[config.mk]
export PLATFORM = sky130hd
export DESIGN_NAME = fvc_cell
export DESIGN_NICKNAME = d
export VERILOG_FILES = /design/src/fvc_pkg.sv /design/src/fvc_cell.sv
export SDC_FILE = /design/constraint.sdc
export NUM_CORES = 1
export LEC_CHECK = 0
export BUFFER_PORTS_ARGS = -buffer_cell sky130_fd_sc_hd__buf_4
export CAP_MARGIN = 20
export CORE_MARGIN = 10
export CORE_UTILIZATION = 41
export CTS_CLUSTER_DIAMETER = 100
export DETAILED_ROUTE_END_ITERATION = 8
export PLACE_DENSITY_LB_ADDON = 0.2
export SLEW_MARGIN = 0
export SYNTH_ARGS = -nofsm -noshare
export SYNTH_HDL_FRONTEND = slang
export SYNTH_SLANG_ARGS = --single-unit
[constraint.sdc]
create_clock -name clk -period 7.7 [get_ports clk]
set_clock_uncertainty 0.15 [all_clocks]
set_input_delay 0 -clock clk [delete_from_list [all_inputs] [get_ports clk]]
set_output_delay 0 -clock clk [all_outputs]
set_load 0.01 [all_outputs]
[src/fvc_pkg.sv]
`default_nettype none

package fvc_pkg;

  // coefficient format and register layout
  localparam int COEF_W        = 16;
  localparam int NUM_COEF_REGS = 3;
  localparam int COEFS_PER_REG = 4;
  localparam int CFG_DATA_W    = 64;
  localparam int CFG_INDEX_W   = 2;
  localparam int TAP_W         = 4;
  localparam int RESULT_W      = 32;
  localparam int GROUP_SIZE    = 4;

  // configuration register indexes
  typedef enum logic [CFG_INDEX_W-1:0] {
    CFG_TAP_COUNT = 2'd0,
    CFG_COEF_0_3  = 2'd1,
    CFG_COEF_4_7  = 2'd2,
    CFG_COEF_8_11 = 2'd3
  } cfg_reg_t;

  // control that travels with a beat down the pipeline
  typedef struct packed {
    logic valid;
    logic last;
  } beat_ctrl_t;

endpackage

`default_nettype wire

[src/fvc_cell.sv]
`default_nettype none

module fvc_cell #(
  parameter int SAMPLE_BITS = 16
) (
  input  wire logic                                          clk,
  input  wire logic                                          rst,
  input  wire logic                                          shift,
  input  wire logic                                          advance,
  input  wire logic signed [SAMPLE_BITS-1:0]                 sample_in,
  input  wire logic signed [fvc_pkg::COEF_W-1:0]             coef,
  output logic signed [SAMPLE_BITS-1:0]                      sample_out,
  output logic signed [SAMPLE_BITS+fvc_pkg::COEF_W-1:0]      product
);
  import fvc_pkg::*;

  logic signed [SAMPLE_BITS-1:0] sample_q;

  // delay line stage: take the neighbor's sample on each accepted beat
  always_ff @(posedge clk) begin
    if (rst) begin
      sample_q <= '0;
    end else if (shift) begin
      sample_q <= sample_in;
    end
  end

  // tap product, one register per cell
  always_ff @(posedge clk) begin
    if (advance) begin
      product <= sample_q * coef;
    end
  end

  assign sample_out = sample_q;

endmodule

`default_nettype wire

==> impl_metrics.tcl <==
set metrics [dict create \
    status "complete, no violations" \
    holdWs_ps 18.9 \
    path_max_fanout 18 \
    fmax_ghz 0.140 \
    die-area_sq_um 34500 \
    synth.most_common_cell "inv_1" \
    synthArstFlopShare_pct 0 \
    area_delta_synth_final_pct 13.0 \
    drive_gt1_share_pct 8.59 \
    gp_congestion 0.848 \
    fin_crit_sh_pct 93.0 \
    synth_edf_count 32 \
    place_ws_ps 593 \
    post-dp-hpwl_mm 23.7 \
    fin_ws_ps 538 \
    setup_viol 0 \
    cpMostUsedCell "fa_1" \
    drt_iter0_drc 334 \
    dp.cells 1557 \
    synth_nets 1539 \
    synth_seq_cells 48 \
    synth_area_leaders "fa_1, inv_1, ha_1" \
    netlist_instances 1159 \
    period_needed_ps 7160 \
    crit_type "reg -> reg" \
    yosys_warnings 0 \
    clkLatencyLatePin_ps 310 \
    fin_nets 1636 \
    crit_chain "nand2_1 -> inv_1 -> fa_1 -> fa_1 -> fa_1 -> fa_1 -> fa_1 -> inv_1 -> fa_1 -> inv_1 -> ha_1 -> and4_1 -> nand4_1 -> a31oi_1 -> nor3_1 -> o41ai_1 -> a21oi_1 -> xnor2_1" \
    synth-seq-area-share_pct 11.4 \
    drv_slew 0 \
    die_x_um 186 \
    layout.cells.non_filler 1598 \
    via_count 7921 \
    drcViolationCount 0 \
    cp-start-kind "register" \
    power.density_nw_per_um2 278 \
    grt_pass1_vias 8822 \
    ir_drop_uv 394 \
    antenna_found_initial 0 \
    cpPeakStageDelay_ps 860 \
    root_buffer "clkbuf_16" \
    drt_wl_total_mm 28.5 \
    leakage_uw 0.00652 \
    cts-htree-levels 2 \
    die-height_um 186 \
    core_sq_um 27000 \
    avgSynthCellArea_sq_um 9.73 \
    clock_path_buffers 2 \
    critPathRequiredTime_ps 7600 \
    hp-class "in -> reg" \
    grt_pass1_wl_mm 46.7 \
    tritoncts "done" \
    cp-end-kind "register" \
    cp.arrival_ps 7070 \
    cts_buffers 5 \
    hold_viol 0 \
    netlist_area_sq_um 11300 \
    viasPerCell 4.96 \
    cpMaxStageDelayCell "fa_1" \
    cap_violations 0 \
    cts_resized 0 \
    post_cts_buffers 0 \
    drtAntennaViolNets 0 \
    maxSlewHeadroom_pct 43.3 \
    yosys-top-cells-count "inv_1, fa_1, nand2_1, and2_1, ha_1" \
    synth_top_cell_area_share_pct 46.5 \
    ioPinCount 84 \
    grt_start_max_net_pins 33 \
    start_util_pct 41.7 \
    io_buffer_count 83 \
    rsz0062_at_grt "no" \
    overflow 0 \
    dr.pass1.iters 4 \
    clk_pin_slew_ps 80 \
    num_rows 60 \
    synth.distinct_cells 43 \
    grtUsageTotal_pct 17.5 \
    yosysTopAreaCell "fa_1" \
    tightestPinTransition_ps 849 \
    final.setup.tns_ps 0 \
    diodes 0 \
    routedWlPerCell_um 17.9 \
    synthFlopType "edfxtp_1" \
    cts.sinks 48 \
]
[layer usage]
| metal | share of wire, % | vias up | track usage, % |
|---|---|---|---|
| li1 | - | 3599 | - |
| met1 | 38 | 4146 | 19.9 |
| met3 | 3.4 | 40 | 2.11 |
| met5 | 0 | - | 0 |
| met2 | 55 | 136 | 33.1 |
| met4 | 3.1 | 0 | 5.71 |
[per-stage QoR]
stage	util, %	total power, uW	instance area (sq um)
2_1_floorplan	-	2590	11300
3_3_place_gp	45.4	3330	12300
3_5_place_dp	45.4	3350	12300
4_1_cts	47.1	3620	12700
5_1_grt	47.1	3970	12700
6_report	47.1	3540	12700
[power by group]
| group | internal, uW | leakage (uW) | switching, uW | total [uW] |
|---|---|---|---|---|
| registers | 481 | 0.000449 | 48.9 | 530 |
| clock network | 122 | 0.0000722 | 111 | 233 |
| logic | 1230 | 0.00600 | 1550 | 2780 |
| total | 1830 | 0.00652 | 1710 | 3540 |
[sequential cells by signal, summed over array words and instances (netlist names)]
name        cells
product        32
sample_out     16
[cells in the final DEF, fill, tap and decap left out, types with 2 or more instances in the layout]
master / instances
inv_1: 293
fa_1: 262
nand2_1: 125
and2_1: 123
buf_4: 94
ha_1: 82
nor2_1: 45
dlygate4sd3_1: 33
edfxtp_1: 32
xnor2_1: 29
a21oi_1: 20
mux2i_1: 16
dfxtp_1: 16
o21ai_0: 13
xor2_1: 8
a21o_1: 7
nor3_1: 6
a211oi_1: 5
nand3_1: 5
clkbuf_16: 5
nand2b_1: 4
o21bai_1: 4
nand4_1: 3
or3_1: 3
o21a_1: 2
inv_6: 2
[final timing paths]
path,startpoint,endpoint,slack (ps),cells after the start
max,sample_out[15],product[30],540,18
min,advance,product[29],20,1
max reg2reg,sample_out[15],product[30],540,18
min reg2reg,sample_out[0],product[0],880,2
[area by class of cell]
type                            instances  area (sq um)
Multi-Input combinational cell        781          8750
Inverter                              293          1100
Clock inverter                          3          21.3
Clock buffer                            5           125
Tap cell                              341           427
Sequential cell                        48          1280
Timing Repair Buffer                  127          1040
Fill cell                            2644         14300
[critical path, delay by kind of cell, from the launching register on]
family | cells | cell delay (ps)
buf+inv | 3 | 270
simple gates | 4 | 860
flops | 1 | 780
fa+ha+maj | 7 | 3760
xor+xnor | 1 | 130
compound gates | 3 | 940
[cells by family (layout without fill, tap and decap cells)]
group,after synthesis,count (layout),synth area share [%]
multiplexers,16,16,1.42
adder cells (fa/ha/maj),344,344,55.6
XOR/XNOR,37,37,2.87
buffers and inverters,330,428,11.0
flip-flops,48,48,11.4
AO/OA/AOI/OAI,65,65,3.84
AND/OR/NAND/NOR,319,319,13.9
[timing repair]
| action | CTS | global route |
|---|---|---|
| endpoints found under the hold margin | 17 | 0 |
| endpoints found under the setup margin | 0 | 0 |
| hold buffers | 33 | 0 |
No activity file was read; power rests on OpenSTA's default activity.
