## src/fvc_pkg.sv

```systemverilog
`default_nettype none

package fvc_pkg;

  // coefficient format and register layout
  localparam int COEF_W        = 16;
  localparam int NUM_COEF_REGS = 3;
  localparam int COEFS_PER_REG = 4;
  localparam int CFG_DATA_W    = 64;
  localparam int CFG_INDEX_W   = 2;
  localparam int TAP_W         = 4;
  localparam int RESULT_W      = 32;
  localparam int GROUP_SIZE    = 4;

  // configuration register indexes
  typedef enum logic [CFG_INDEX_W-1:0] {
    CFG_TAP_COUNT = 2'd0,
    CFG_COEF_0_3  = 2'd1,
    CFG_COEF_4_7  = 2'd2,
    CFG_COEF_8_11 = 2'd3
  } cfg_reg_t;

  // control that travels with a beat down the pipeline
  typedef struct packed {
    logic valid;
    logic last;
  } beat_ctrl_t;

endpackage

`default_nettype wire

```

## src/fvc_sum.sv

```systemverilog
`default_nettype none

module fvc_sum #(
  parameter int MAX_TAPS  = 10,
  parameter int PROD_W    = 32,
  parameter int ACC_W     = 36,
  parameter int FRAC_BITS = 12
) (
  input  wire logic                              clk,
  input  wire logic                              rst,
  input  wire logic                              advance,
  input  wire fvc_pkg::beat_ctrl_t               ctrl_in,
  input  wire logic signed [PROD_W-1:0]          products [MAX_TAPS],
  output logic                                   result_valid,
  output logic                                   result_last,
  output logic signed [fvc_pkg::RESULT_W-1:0]    result_value
);
  import fvc_pkg::*;

  localparam int NUM_GROUPS = (MAX_TAPS + GROUP_SIZE - 1) / GROUP_SIZE;
  localparam int QW         = ACC_W - FRAC_BITS;

  beat_ctrl_t               ctrl_prod;
  beat_ctrl_t               ctrl_group;
  beat_ctrl_t               ctrl_total;
  logic signed [ACC_W-1:0]  group_sum      [NUM_GROUPS];
  logic signed [ACC_W-1:0]  group_sum_next [NUM_GROUPS];
  logic signed [ACC_W-1:0]  total;
  logic signed [ACC_W-1:0]  total_next;
  logic signed [ACC_W-1:0]  rounded;
  logic signed [QW-1:0]     quotient;
  logic signed [RESULT_W-1:0] result_next;

  // control pipeline, in step with the data stages
  always_ff @(posedge clk) begin
    if (rst) begin
      ctrl_prod    <= '0;
      ctrl_group   <= '0;
      ctrl_total   <= '0;
      result_valid <= 1'b0;
      result_last  <= 1'b0;
    end else if (advance) begin
      ctrl_prod    <= ctrl_in;
      ctrl_group   <= ctrl_prod;
      ctrl_total   <= ctrl_group;
      result_valid <= ctrl_total.valid;
      result_last  <= ctrl_total.last;
    end
  end

  // first tree level: products summed in groups of four
  always_comb begin
    for (int g = 0; g < NUM_GROUPS; g++) begin
      group_sum_next[g] = '0;
      for (int k = 0; k < GROUP_SIZE; k++) begin
        if (g * GROUP_SIZE + k < MAX_TAPS) begin
          group_sum_next[g] = group_sum_next[g]
                              + ACC_W'(products[g * GROUP_SIZE + k]);
        end
      end
    end
  end

  // second tree level: group sums added up
  always_comb begin
    total_next = '0;
    for (int g = 0; g < NUM_GROUPS; g++) begin
      total_next = total_next + group_sum[g];
    end
  end

  always_ff @(posedge clk) begin
    if (advance) begin
      group_sum <= group_sum_next;
      total     <= total_next;
    end
  end

  // drop fraction bits, truncating toward zero
  always_comb begin
    rounded  = total + (total[ACC_W-1] ? ACC_W'((2 ** FRAC_BITS) - 1) : ACC_W'(0));
    quotient = rounded[ACC_W-1:FRAC_BITS];
  end

  // clamp to the 32-bit signed range
  generate
    if (QW > RESULT_W) begin : g_sat
      always_comb begin
        if (&quotient[QW-1:RESULT_W-1] || ~|quotient[QW-1:RESULT_W-1]) begin
          result_next = quotient[RESULT_W-1:0];
        end else if (quotient[QW-1]) begin
          result_next = {1'b1, {(RESULT_W-1){1'b0}}};
        end else begin
          result_next = {1'b0, {(RESULT_W-1){1'b1}}};
        end
      end
    end else begin : g_ext
      always_comb begin
        result_next = RESULT_W'(quotient);
      end
    end
  endgenerate

  always_ff @(posedge clk) begin
    if (advance) begin
      result_value <= result_next;
    end
  end

endmodule

`default_nettype wire

```

## config.mk

```make
export PLATFORM = sky130hd
export DESIGN_NAME = fvc_sum
export DESIGN_NICKNAME = d
export VERILOG_FILES = /design/src/fvc_pkg.sv /design/src/fvc_sum.sv
export SDC_FILE = /design/constraint.sdc
export NUM_CORES = 1
export LEC_CHECK = 0
export ABC_AREA = 1
export ABC_CLOCK_PERIOD_IN_PS = 8590
export BUFFER_PORTS_ARGS = -buffer_cell sky130_fd_sc_hd__buf_2
export CAP_MARGIN = 20
export CORE_MARGIN = 2
export CORE_UTILIZATION = 35
export CTS_CLUSTER_SIZE = 25
export DETAILED_ROUTE_END_ITERATION = 12
export HOLD_SLACK_MARGIN = 0.08
export PLACE_DENSITY_LB_ADDON = 0.08
export SLEW_MARGIN = 10
export SYNTH_ARGS = -nofsm -noshare
export SYNTH_HDL_FRONTEND = slang
export SYNTH_SLANG_ARGS = --single-unit
```

## constraint.sdc

```tcl
create_clock -name clk -period 8.59 [get_ports clk]
set_clock_uncertainty 0.2 [all_clocks]
set_input_delay 0.859 -clock clk [delete_from_list [all_inputs] [get_ports clk]]
set_output_delay 0.859 -clock clk [all_outputs]
set_load 0.02 [all_outputs]
```

==> out/metrics.yaml <==
cts_buffer_depth: 2
io_pins: 359
start_util_pct: 35.3
cts_max_level: 4
slowest_stage: "fa_1"
crit_type: "in -> reg"
cp.buffers_inverters: 5
cpPeakStageDelay_ps: 560
cp_max_fo: 4
finalCritPeriodShare_pct: 44.0
vias: 18107
synth_common_cells: "807 x nand2_1, 730 x inv_1, 239 x nor2_1"
place.gp.congestion: 0.887
cp_data_required_time_ps: 8620
hpwl_um: 55700
max-cap-violations: 0
cts_resized: 0
async_reset_ff_share_pct: 0
synth.area.top_cells: "edfxtp_1 24%, fa_1 16%, nand2_1 15%"
hold_path_depth: 2
port_buffers: 358
crit_path_end_kind: "flip-flop"
p_per_area_nw_per_um2: 339
r2r-start: "group_sum[37]"
peakVddDrop_mv: 0.200
finalSetupViolations: 0
hp-start: "result_valid"
ys_seq_area_share_pct: 24.9
max_freq_mhz: 265
worstPathArrival_ps: 3810
syn_area_per_cell_um2: 7.16
hold_viol_final: 0
synth_top_area_cell: "edfxtp_1"
fp.dieW_um: 245
finalWorstSetupSlack_ps: 4810
clk_pin_slew_ps: 70
final_cell_area_um2: 23600
worstMarginPinSlew_ps: 1110
synth_edf_count: 163
rsz0062_at_grt: "no"
grt_max_degree: 91
synth_flop_cell: "edfxtp_1"
start_kind: "input port"
outcome: "finished clean"
grt_use_total_pct: 20.8
synth.net_count: 3471
fp.dieH_um: 245
post-cts-setup-buffers: 0
firstDrtPassIters: 5
yosysWarnings: 0
insertion_delay_ps: 460
ys_ff_latch: 171
n_fill_cell: 6145
core_um2: 57500
drtAntennaViolNets: 0
rr_endpoint: "total[31]"
power.total_uw: 7980
cts_tree: "done"
drcViolationCount: 0
antenna_cells: 0
placed_cell_area_um2: 23000
wl_per_cell_um: 15.6
synth_top_area_share_pct: 24.1
area_growth_pct: 16.2
final.setup.tns_ps: 0
rows: 88
min_to: "result_valid"
r2r_slack_ps: 5330
overflow: 0
postSynthCellCount: 2834
p_leak_uw: 0.0130
wirelength_um: 62000
drt-initial-drc-count: 968
antenna_found_initial: 0
cp_cell_sequence: "buf_2, inv_1, fa_1, fa_1, inv_1, ha_1, inv_1, fa_1, inv_1, nand3_1, nand2_1, nand2_1, nand2_2, nand3_1, nand2_1, xor2_1"
layout_min_cycle_time_ps: 3780
drive_above_1_share_pct: 13.3
whs_ps: 263
cts-buffers-inserted: 17
cp_common_cell: "inv_1"
maxSlewHeadroom_pct: 25.9
hold_class: "reg -> reg"
reg2reg_depth: 13
grt_pass1_vias: 17963
grt_pass1_wl_um: 96000
dieArea_um2: 59900
clkSinkCount: 171
viasPerCell: 4.55
cp_top_family: "adder cells"
yosysMostFrequentCell: "nand2_1"
layout.nets: 3839
slew_violations: 0
postCtsHoldBufs: 0
root_buffer: "clkbuf_16"
syn_area_um2: 20300
pre_cts_ws_ps: 4290
synth.distinct_cells: 33
## layout make-up
| type | count | area, µm² | share of cell area (%) |
|---|---|---|---|
| multi-input combinational | 1923 | 12400 | 52.7 |
| sequential | 171 | 5050 | 21.4 |
| inverter | 730 | 2740 | 11.6 |
| timing repair buffer | 359 | 1810 | 7.66 |
| tap | 765 | 957 | 4.06 |
| clock buffer | 19 | 433 | 1.84 |
| clock inverter | 12 | 165 | 0.701 |
## routing by layer
metal  vias to the layer above  GRT usage, %  wire, µm
met5                         -             0         0
met4                         0          4.70       995
met3                        49          2.13      2060
met2                       352          36.6     30400
met1                      8321          27.4     28600
li1                       9385             -         -
## state kept, by name, summed over array words and instances, names as in the netlist
register      flops
ctrl_prod         2
group_sum       103
result_value     24
result_valid      1
ctrl_group        2
result_last       1
total            36
ctrl_total        2
## report_power, final
group / switching (µW) / internal [µW]
Sequential: 293 / 1510
Combinational: 3550 / 1830
Clock: 346 / 460
## placed cells by master, fill, tap and decap left out, drive strengths merged
master,synthesis,final
a21o,8,8
dfxtp,8,8
bufinv,0,3
nor3,44,44
fa,167,167
nor3b,2,2
a21boi,3,3
o21a,2,2
nand4,32,32
nand2,827,827
o21bai,16,16
edfxtp,163,163
nor4,4,4
xor2,66,66
xnor2,4,4
clkinvlp,0,5
a21oi,160,160
ha,145,145
buf,9,359
nand3b,5,5
nor2,243,243
and2,1,1
inv,730,734
clkbuf,1,19
o21ai,82,82
nand3,112,112
## logic make-up after synthesis
kind of cell    synth area share (%)
xor+xnor                        3.02
fa+ha+maj                       25.4
buf+inv                         13.8
flops                           24.9
compound gates                  7.12
simple gates                    25.7
## tightest hold or removal path, delay by kind of cell, from the launching register on
| family | cells | cell delay (ps) |
|---|---|---|
| DFF | 1 | 310 |
| and+or+nand+nor | 1 | 60 |
| AOI/OAI and AO/OA | 1 | 50 |
## how the worst max path moves through the flow
stage / start / to / slack, ps / depth (start not counted)
2_1_floorplan: products[65] / group_sum[67] / 4870 / 17
3_3_place_gp: products[65] / group_sum[51] / 4310 / 16
3_5_place_dp: products[65] / group_sum[51] / 4290 / 16
4_1_cts: products[65] / group_sum[51] / 4760 / 16
5_1_grt: products[65] / group_sum[51] / 4590 / 16
6_report: products[65] / group_sum[51] / 4810 / 16
## stage by stage
stage / utilization, % / cells
floorplan: - / 2834
global placement: 40.0 / 3948
detailed placement: 40.0 / 3948
CTS: 41.0 / 3979
global route: 41.0 / 3979
finish: 41.0 / 3979
Power figures use the tool's default switching activity.
